--- config.mk ---
export PLATFORM = sky130hd
export DESIGN_NAME = print_queue_with_cancel_top
export DESIGN_NICKNAME = d
export VERILOG_FILES = /design/src/hw/rtl/pqc_pkg.sv /design/src/hw/rtl/print_queue_with_cancel_top.sv /design/src/hw/rtl/pqc_ram.sv
export SDC_FILE = /design/constraint.sdc
export NUM_CORES = 2
export LEC_CHECK = 0
export ABC_CLOCK_PERIOD_IN_PS = 30800
export BUFFER_PORTS_ARGS = -buffer_cell sky130_fd_sc_hd__buf_2
export CORE_MARGIN = 1
export CORE_UTILIZATION = 60
export DETAILED_ROUTE_END_ITERATION = 12
export HOLD_SLACK_MARGIN = 0.08
export PLACE_DENSITY = 0.77
export SLEW_MARGIN = 20
export SYNTH_ARGS = -nofsm -noshare
export SYNTH_HDL_FRONTEND = slang
export SYNTH_SLANG_ARGS = --single-unit
--- constraint.sdc ---
create_clock -name clk -period 30.8 [get_ports clk]
set_input_delay 1.54 -clock clk [delete_from_list [all_inputs] [get_ports clk]]
set_output_delay 1.54 -clock clk [all_outputs]
set_load 0.02 [all_outputs]
--- src/hw/rtl/pqc_pkg.sv ---
// shared types, sizes and codes for the print queue with cancel
package pqc_pkg;

	// queue geometry
	localparam int QUEUE_DEPTH = 16;
	localparam int IDX_W       = $clog2(QUEUE_DEPTH);
	localparam int CNT_W       = $clog2(QUEUE_DEPTH + 1);
	localparam int POS_W       = 5;

	// request codes
	localparam logic [1:0] REQ_ADD    = 2'd0;
	localparam logic [1:0] REQ_POP    = 2'd1;
	localparam logic [1:0] REQ_LIST   = 2'd2;
	localparam logic [1:0] REQ_CANCEL = 2'd3;

	// status codes
	localparam logic [1:0] STAT_OK       = 2'd0;
	localparam logic [1:0] STAT_EMPTY    = 2'd1;
	localparam logic [1:0] STAT_FULL     = 2'd2;
	localparam logic [1:0] STAT_NOTFOUND = 2'd3;

	// one stored document entry
	typedef struct packed {
		logic [63:0] name;
		logic [31:0] ext;
		logic [30:0] size;
		logic        color;
	} entry_t;

	localparam int ENTRY_W = $bits(entry_t);

endpackage

--- src/hw/rtl/print_queue_with_cancel_top.sv ---
// print job queue with pop, list and cancel by name, walked through one entry ram
//
// channel   direction  handshake              payload
// request   in         start high, busy low   req_type doc_name doc_ext doc_size doc_color
// result    out        strobe, one cycle      status position out_name out_ext out_size
//                                             out_color last
//
// add, and any request on an empty queue: result in the next cycle.
// pop: the head is reported by the scan, then the shift closes the gap.
// list: one entry read from the ram port per cycle.
// cancel: scan, re-read and shift when found; scan only when not found.
// reset clears state and entry count; the receiver cannot stall, so results never wait.
module print_queue_with_cancel_top
	import pqc_pkg::*;
(
	input  logic              clk,
	input  logic              arst_n,
	input  logic              start,
	output logic              busy,
	input  logic [1:0]        req_type,
	input  logic [63:0]       doc_name,
	input  logic [31:0]       doc_ext,
	input  logic [30:0]       doc_size,
	input  logic              doc_color,
	output logic              strobe,
	output logic [1:0]        status,
	output logic [POS_W-1:0]  position,
	output logic [63:0]       out_name,
	output logic [31:0]       out_ext,
	output logic [30:0]       out_size,
	output logic              out_color,
	output logic              last
);

	// sequencer states
	localparam logic [1:0] S_IDLE  = 2'd0;
	localparam logic [1:0] S_LIST  = 2'd1;
	localparam logic [1:0] S_FIND  = 2'd2;
	localparam logic [1:0] S_SHIFT = 2'd3;

	logic [1:0]       state_q;
	logic [CNT_W-1:0] cnt_q;
	logic [CNT_W-1:0] ptr_q;
	logic             rv_s1;
	logic [IDX_W-1:0] ridx_s1;
	logic [63:0]      key_q;
	logic             pop_q;

	logic             strobe_q;
	logic [1:0]       status_q;
	logic [POS_W-1:0] position_q;
	entry_t           out_q;
	logic             last_q;

	logic             accept;
	logic             full;
	logic             add_wr;
	logic             shift_wr;
	logic             rd_en;
	logic             hit;
	logic             last_idx;
	logic [CNT_W-1:0] ridx_next;
	logic [POS_W-1:0] rpos;
	logic             ram_we;
	logic [IDX_W-1:0] ram_waddr;
	entry_t           ram_wdata;
	entry_t           rd_data;
	entry_t           in_entry;

	assign busy   = (state_q != S_IDLE);
	assign accept = start && !busy;
	assign full   = (cnt_q == CNT_W'(QUEUE_DEPTH));

	assign in_entry = '{name: doc_name, ext: doc_ext, size: doc_size, color: doc_color};

	// read pointer walks up to the entry count in every working state
	assign rd_en = busy && (ptr_q < cnt_q);

	// place of the entry now on the read data
	assign ridx_next = CNT_W'(ridx_s1) + CNT_W'(1);
	assign rpos      = POS_W'(ridx_next);
	assign last_idx  = (ridx_next == cnt_q);

	// shared name compare; a pop takes the head unconditionally
	assign hit = rv_s1 && (pop_q || (rd_data.name == key_q));

	// write port: tail append or move one entry up towards the head
	assign add_wr    = accept && (req_type == REQ_ADD) && !full;
	assign shift_wr  = (state_q == S_SHIFT) && rv_s1;
	assign ram_we    = add_wr || shift_wr;
	assign ram_waddr = add_wr ? cnt_q[IDX_W-1:0] : (ridx_s1 - IDX_W'(1));
	assign ram_wdata = add_wr ? in_entry : rd_data;

	pqc_ram #(
		.WIDTH(ENTRY_W),
		.DEPTH(QUEUE_DEPTH)
	) u_ram (
		.clk  (clk),
		.we   (ram_we),
		.waddr(ram_waddr),
		.wdata(ram_wdata),
		.raddr(ptr_q[IDX_W-1:0]),
		.rdata(rd_data)
	);

	// control sequencer
	always_ff @(posedge clk or negedge arst_n) begin
		if (!arst_n) begin
			state_q  <= S_IDLE;
			cnt_q    <= '0;
			ptr_q    <= '0;
			rv_s1    <= 1'b0;
			strobe_q <= 1'b0;
		end else begin
			strobe_q <= 1'b0;
			rv_s1    <= rd_en;
			if (rd_en) begin
				ptr_q <= ptr_q + CNT_W'(1);
			end
			unique case (state_q)
				S_IDLE: begin
					if (accept) begin
						ptr_q <= '0;
						if (req_type == REQ_ADD) begin
							strobe_q <= 1'b1;
							if (!full) begin
								cnt_q <= cnt_q + CNT_W'(1);
							end
						end else if (cnt_q == '0) begin
							strobe_q <= 1'b1;
						end else if (req_type == REQ_LIST) begin
							state_q <= S_LIST;
						end else begin
							state_q <= S_FIND;
						end
					end
				end
				S_LIST: begin
					if (rv_s1) begin
						strobe_q <= 1'b1;
						if (last_idx) begin
							state_q <= S_IDLE;
						end
					end
				end
				S_FIND: begin
					if (hit) begin
						strobe_q <= 1'b1;
						state_q  <= S_SHIFT;
						ptr_q    <= ridx_next;
						rv_s1    <= 1'b0;
					end else if (rv_s1 && last_idx) begin
						strobe_q <= 1'b1;
						state_q  <= S_IDLE;
					end
				end
				S_SHIFT: begin
					if (!rd_en) begin
						cnt_q   <= cnt_q - CNT_W'(1);
						state_q <= S_IDLE;
					end
				end
				default: begin
					state_q <= S_IDLE;
				end
			endcase
		end
	end

	// request key and kind
	always_ff @(posedge clk) begin
		if (accept) begin
			key_q <= doc_name;
			pop_q <= (req_type == REQ_POP);
		end
		ridx_s1 <= ptr_q[IDX_W-1:0];
	end

	// result payload register
	always_ff @(posedge clk) begin
		last_q <= 1'b1;
		priority if (accept && (req_type == REQ_ADD) && !full) begin
			status_q   <= STAT_OK;
			position_q <= POS_W'(cnt_q + CNT_W'(1));
			out_q      <= in_entry;
		end else if (accept && (req_type == REQ_ADD)) begin
			status_q   <= STAT_FULL;
			position_q <= '0;
			out_q      <= '0;
		end else if (accept) begin
			status_q   <= STAT_EMPTY;
			position_q <= '0;
			out_q      <= '0;
		end else if ((state_q == S_LIST) && rv_s1) begin
			status_q   <= STAT_OK;
			position_q <= rpos;
			out_q      <= rd_data;
			last_q     <= last_idx;
		end else if ((state_q == S_FIND) && hit) begin
			status_q   <= STAT_OK;
			position_q <= rpos;
			out_q      <= rd_data;
		end else begin
			status_q   <= STAT_NOTFOUND;
			position_q <= '0;
			out_q      <= '0;
		end
	end

	assign strobe    = strobe_q;
	assign status    = status_q;
	assign position  = position_q;
	assign out_name  = out_q.name;
	assign out_ext   = out_q.ext;
	assign out_size  = out_q.size;
	assign out_color = out_q.color;
	assign last      = last_q;

`ifndef SYNTHESIS
	// the entry count never passes the queue depth
	a_cnt_bound: assert property (@(posedge clk) disable iff (!arst_n)
		cnt_q <= CNT_W'(QUEUE_DEPTH))
		else $error("entry count beyond queue depth");

	// a scanned entry always lies inside the stored queue
	a_scan_inside: assert property (@(posedge clk) disable iff (!arst_n)
		(rv_s1 && (state_q != S_SHIFT)) |-> (CNT_W'(ridx_s1) < cnt_q))
		else $error("scan read outside stored entries");

	// closing the gap only writes below the entry count
	a_shift_inside: assert property (@(posedge clk) disable iff (!arst_n)
		shift_wr |-> (CNT_W'(ram_waddr) < cnt_q))
		else $error("shift write outside stored entries");

	// an accepted add on a queue with room grows the count by one
	a_add_count: assert property (@(posedge clk) disable iff (!arst_n)
		(accept && (req_type == REQ_ADD) && !full) |=> (cnt_q == $past(cnt_q) + CNT_W'(1)))
		else $error("add did not grow the queue");

	// a failed request reports no place
	a_err_pos: assert property (@(posedge clk) disable iff (!arst_n)
		(strobe && (status != STAT_OK)) |-> (position == '0))
		else $error("error result carries a position");
`endif

endmodule

--- src/hw/rtl/pqc_ram.sv ---
// generic single write port ram with one registered read port
module pqc_ram #(
	parameter int WIDTH = 8,
	parameter int DEPTH = 16
) (
	input  logic                     clk,
	input  logic                     we,
	input  logic [$clog2(DEPTH)-1:0] waddr,
	input  logic [WIDTH-1:0]         wdata,
	input  logic [$clog2(DEPTH)-1:0] raddr,
	output logic [WIDTH-1:0]         rdata
);

	logic [WIDTH-1:0] mem_q [DEPTH];

	// write port
	always_ff @(posedge clk) begin
		if (we) begin
			mem_q[waddr] <= wdata;
		end
	end

	// registered read port
	always_ff @(posedge clk) begin
		rdata <= mem_q[raddr];
	end

endmodule
==> impl_metrics.toml <==
[synth]
ys_warn_count = 0
synth_xor_area_share_pct = 0.782
synth_ff_type = "edfxtp_1"
synthArstFlopShare_pct = 0.585
syn_avg_cell_area_um2 = 22.1
synth-compound-area-share_pct = 1.14
synth.net_count = 4142
synthAdderAreaFrac_pct = 0.127
syn_inst = 4000
synth-simple-area-share_pct = 2.27
synthMuxAreaShare_pct = 16.3
yosys.cell_types.count = 57
ys_seq_area_share_pct = 78.2
synth_seq_cells = 2395
synth_edf_count = 2113
syn-cell-area_um2 = 88400
synth_top_family_by_area = "multiplexers"

[critical_path]
start_kind = "input pin"
cp_max_fo = 54
cp.arrival_ps = 7320
path_class = "in -> reg"
worstRegToRegCells = 9
cpPeakStageDelay_ps = 1030
critPathSlowestCell = "and3_4"
rrSetupSlack_ps = 23970
end_kind = "flop"
timing.critical_path.mode_cell = "buf_4"
cp.required_ps = 31250
cp_cell_sequence = "buf_2 > nand2_4 > inv_4 > nand3_4 > buf_4 > o21ai_1 > and3_4 > buf_4 > buf_4"
crit_path_start = "start"
r2r-start = "state_q[1]$_DFFE_PN0P_"

[global_route]
grt_max_degree = 141
grt_pass1_vias = 43800
grt_use_total_pct = 28.0
antenna_found_initial = 19
grt_pass1_wl_mm = 295
overflow = 0

[clock_network]
cts_buffer_depth = 3
numCtsBuffers = 223
cts_htree_levels = 4
cts_tree = "yes"
clkLatencyLatePin_ps = 850
post_cts_buffers = 0
ctsHoldBuffers = 0
clkTransAtPathRegs_ps = 60
postCtsResizedCells = 0
cts_sinks = 2395
cts_root_buf = "clkbuf_16"

[place]
gp_congestion = 0.842
hpwl_mm = 102
placed_cells = 6062
numPortBuffers = 270

[timing]
setup_tns_ps = 0
drv_slew = 0
whs_ps = 458
finalSetupViolations = 0
fin_crit_ps = 6870
relSlewSlack_pct = 24.0
grt_setup_unrepaired = "no"
skew_ps = 36.6
finalHoldViolCount = 0
fmax_mhz = 146
fin_crit_sh_pct = 22.3
tightest_slew_ps = 1140

[routing]
drc = 0
wl_per_cell_um = 31.6
via_per_inst = 6.52
detailroute.via_count = 42300
dr.pass1.iters = 6
first_iter_violations = 5064
ant_nets = 0
drt_wl_total_mm = 205

[power]
power_leakage_uw = 0.0249
pwr-share-clk_pct = 43.7
power_uw = 6210
power_frac_comb_pct = 0.2
switchingPower_uw = 1190
ir_worst_vdd_v = 0.0000614
p_seq_share_pct = 56.1
internal-power_uw = 5020
swShare_pct = 19.2
power_per_cell_area_nw_per_um2 = 62.5

[job]
maxCapViolations = 0

[final_layout]
finalNetCount = 4513
fin_cells = 6491
layout-drive-gt1-share_pct = 29.4
area_growth_pct = 12.3
fill_cells = 8687

[floorplan]
initial_utilization_pct = 60.6
rows = 140
core_um2 = 146000
dieArea_um2 = 149000
die_w_um = 386
die_h_um = 386
io-pin-count = 271

[hold_path]
hold_depth = 2
min_path_type = "reg -> reg"
hp-start = "u_ram.rdata[60]$_DFF_P_"

[outcome]
run_status = "finished, final reports clean"
-- metal layers --
layer	share of wire, %	track usage, %	vias up
met4	3.3	9.65	20
met1	38	38.8	22200
li1	-	-	17200
met3	10	7.32	392
met2	48	43.8	2497
met5	0.051	0	-
-- cells by family (layout without fill, tap and decap cells) --
logic type | Yosys count | in the layout
buf+inv | 207 | 777
flops | 2395 | 2395
xor+xnor | 79 | 79
fa+ha+maj | 9 | 9
simple gates | 487 | 487
other cells | 0 | 4
mux | 644 | 644
compound gates | 179 | 179
-- synthesized netlist by cell type, drive strengths merged, types with 2 or more instances --
master      n  area share [%]
nor3b       4           0.034
nor4        7           0.050
o21ai     140            0.79
nand2     403             1.7
edfxtp   2113              72
inv        11           0.047
clkbuf     82            0.35
xnor2      77            0.76
nor2b       3           0.021
a211oi      2           0.017
nand2b      2           0.014
ha          9            0.13
o2111ai     4           0.040
xor2        2           0.020
dfrtp      14            0.40
mux4      640              16
mux2i       3           0.034
o22ai       5           0.035
o21a        3           0.025
a21boi      2           0.021
and3        7           0.050
o31a        2           0.020
o211ai      2           0.017
nand3      12           0.074
nand4      17            0.12
buf       113            0.72
nor3       14           0.079
a21o        2           0.017
a32oi       3           0.030
nor2       12           0.059
a21oi       6           0.038
dfxtp     268             6.1
-- flip-flops by register name, indices dropped and copies added (netlist names) --
signal	flops
u_ram.rdata	128
out_color	1
last	1
rv_s1	1
u_ram.mem_q	2048
cnt_q	5
out_ext	32
state_q	2
out_name	64
pop_q	1
key_q	64
strobe	1
status	2
out_size	31
ptr_q	5
position	5
ridx_s1	4
-- cell usage in the layout (no fill, tap or decap), drive strengths merged, types with 2 or more instances in the layout --
cell type / instances
edfxtp: 2113
mux4: 640
nand2: 403
buf: 341
clkbuf: 306
dfxtp: 268
o21ai: 140
clkinv: 90
xnor2: 77
nand4: 17
inv: 17
bufinv: 15
dfrtp: 14
nor3: 14
nand3: 12
nor2: 12
ha: 9
clkinvlp: 8
nor4: 7
and3: 7
a21oi: 6
o22ai: 5
diode: 4
o2111ai: 4
nor3b: 4
nor2b: 3
mux2i: 3
o21a: 3
a32oi: 3
nand2b: 2
a21o: 2
o31a: 2
a211oi: 2
xor2: 2
o211ai: 2
a21boi: 2
-- power groups by stage --
stage               sequential [uW]  combinational (uW)  clock (uW)
detailed placement             3550                13.8           0
global route                   3480                14.7        2860
floorplan                      3550               0.361           0
CTS                            3480                13.9        2740
finish                         3480                14.0        2710
global placement               3550                13.6           0
-- through the flow --
step,util [%],setup slack (ps),instance area (um^2)
floorplan,-,17630,88400
global placement,63.0,23300,92000
detailed placement,63.0,23160,92000
CTS,68.0,23980,99200
global route,68.0,23720,99300
finish,68.0,23930,99300
-- path summary, 6_finish.rpt --
kind                                                  to
setup / recovery           u_ram.mem_q[1][101]$_DFFE_PP_
min in group asynchronous           cnt_q[2]$_DFFE_PN0P_
hold reg to reg                      out_ext[28]$_DFF_P_
max in group asynchronous             ptr_q[0]$_DFF_PN0_
setup reg to reg           u_ram.mem_q[1][101]$_DFFE_PP_
hold / removal                       out_ext[28]$_DFF_P_
-- area by class of cell --
class	count	area, um^2	area share (%)
tap	1917	2400	2.42
antenna	4	10.0	0.0101
multi-input combinational	1398	18400	18.5
inverter	12	47.5	0.0479
timing repair buffer	341	2020	2.04
clock inverter	118	1060	1.06
clock buffer	306	6190	6.23
sequential	2395	69200	69.7
-- worst max-delay path, delay by kind of cell --
family	cells	cell delay [ps]
compound gates	1	720
buf+inv	5	2840
simple gates	3	2030
(Power assumes the default switching activity.)
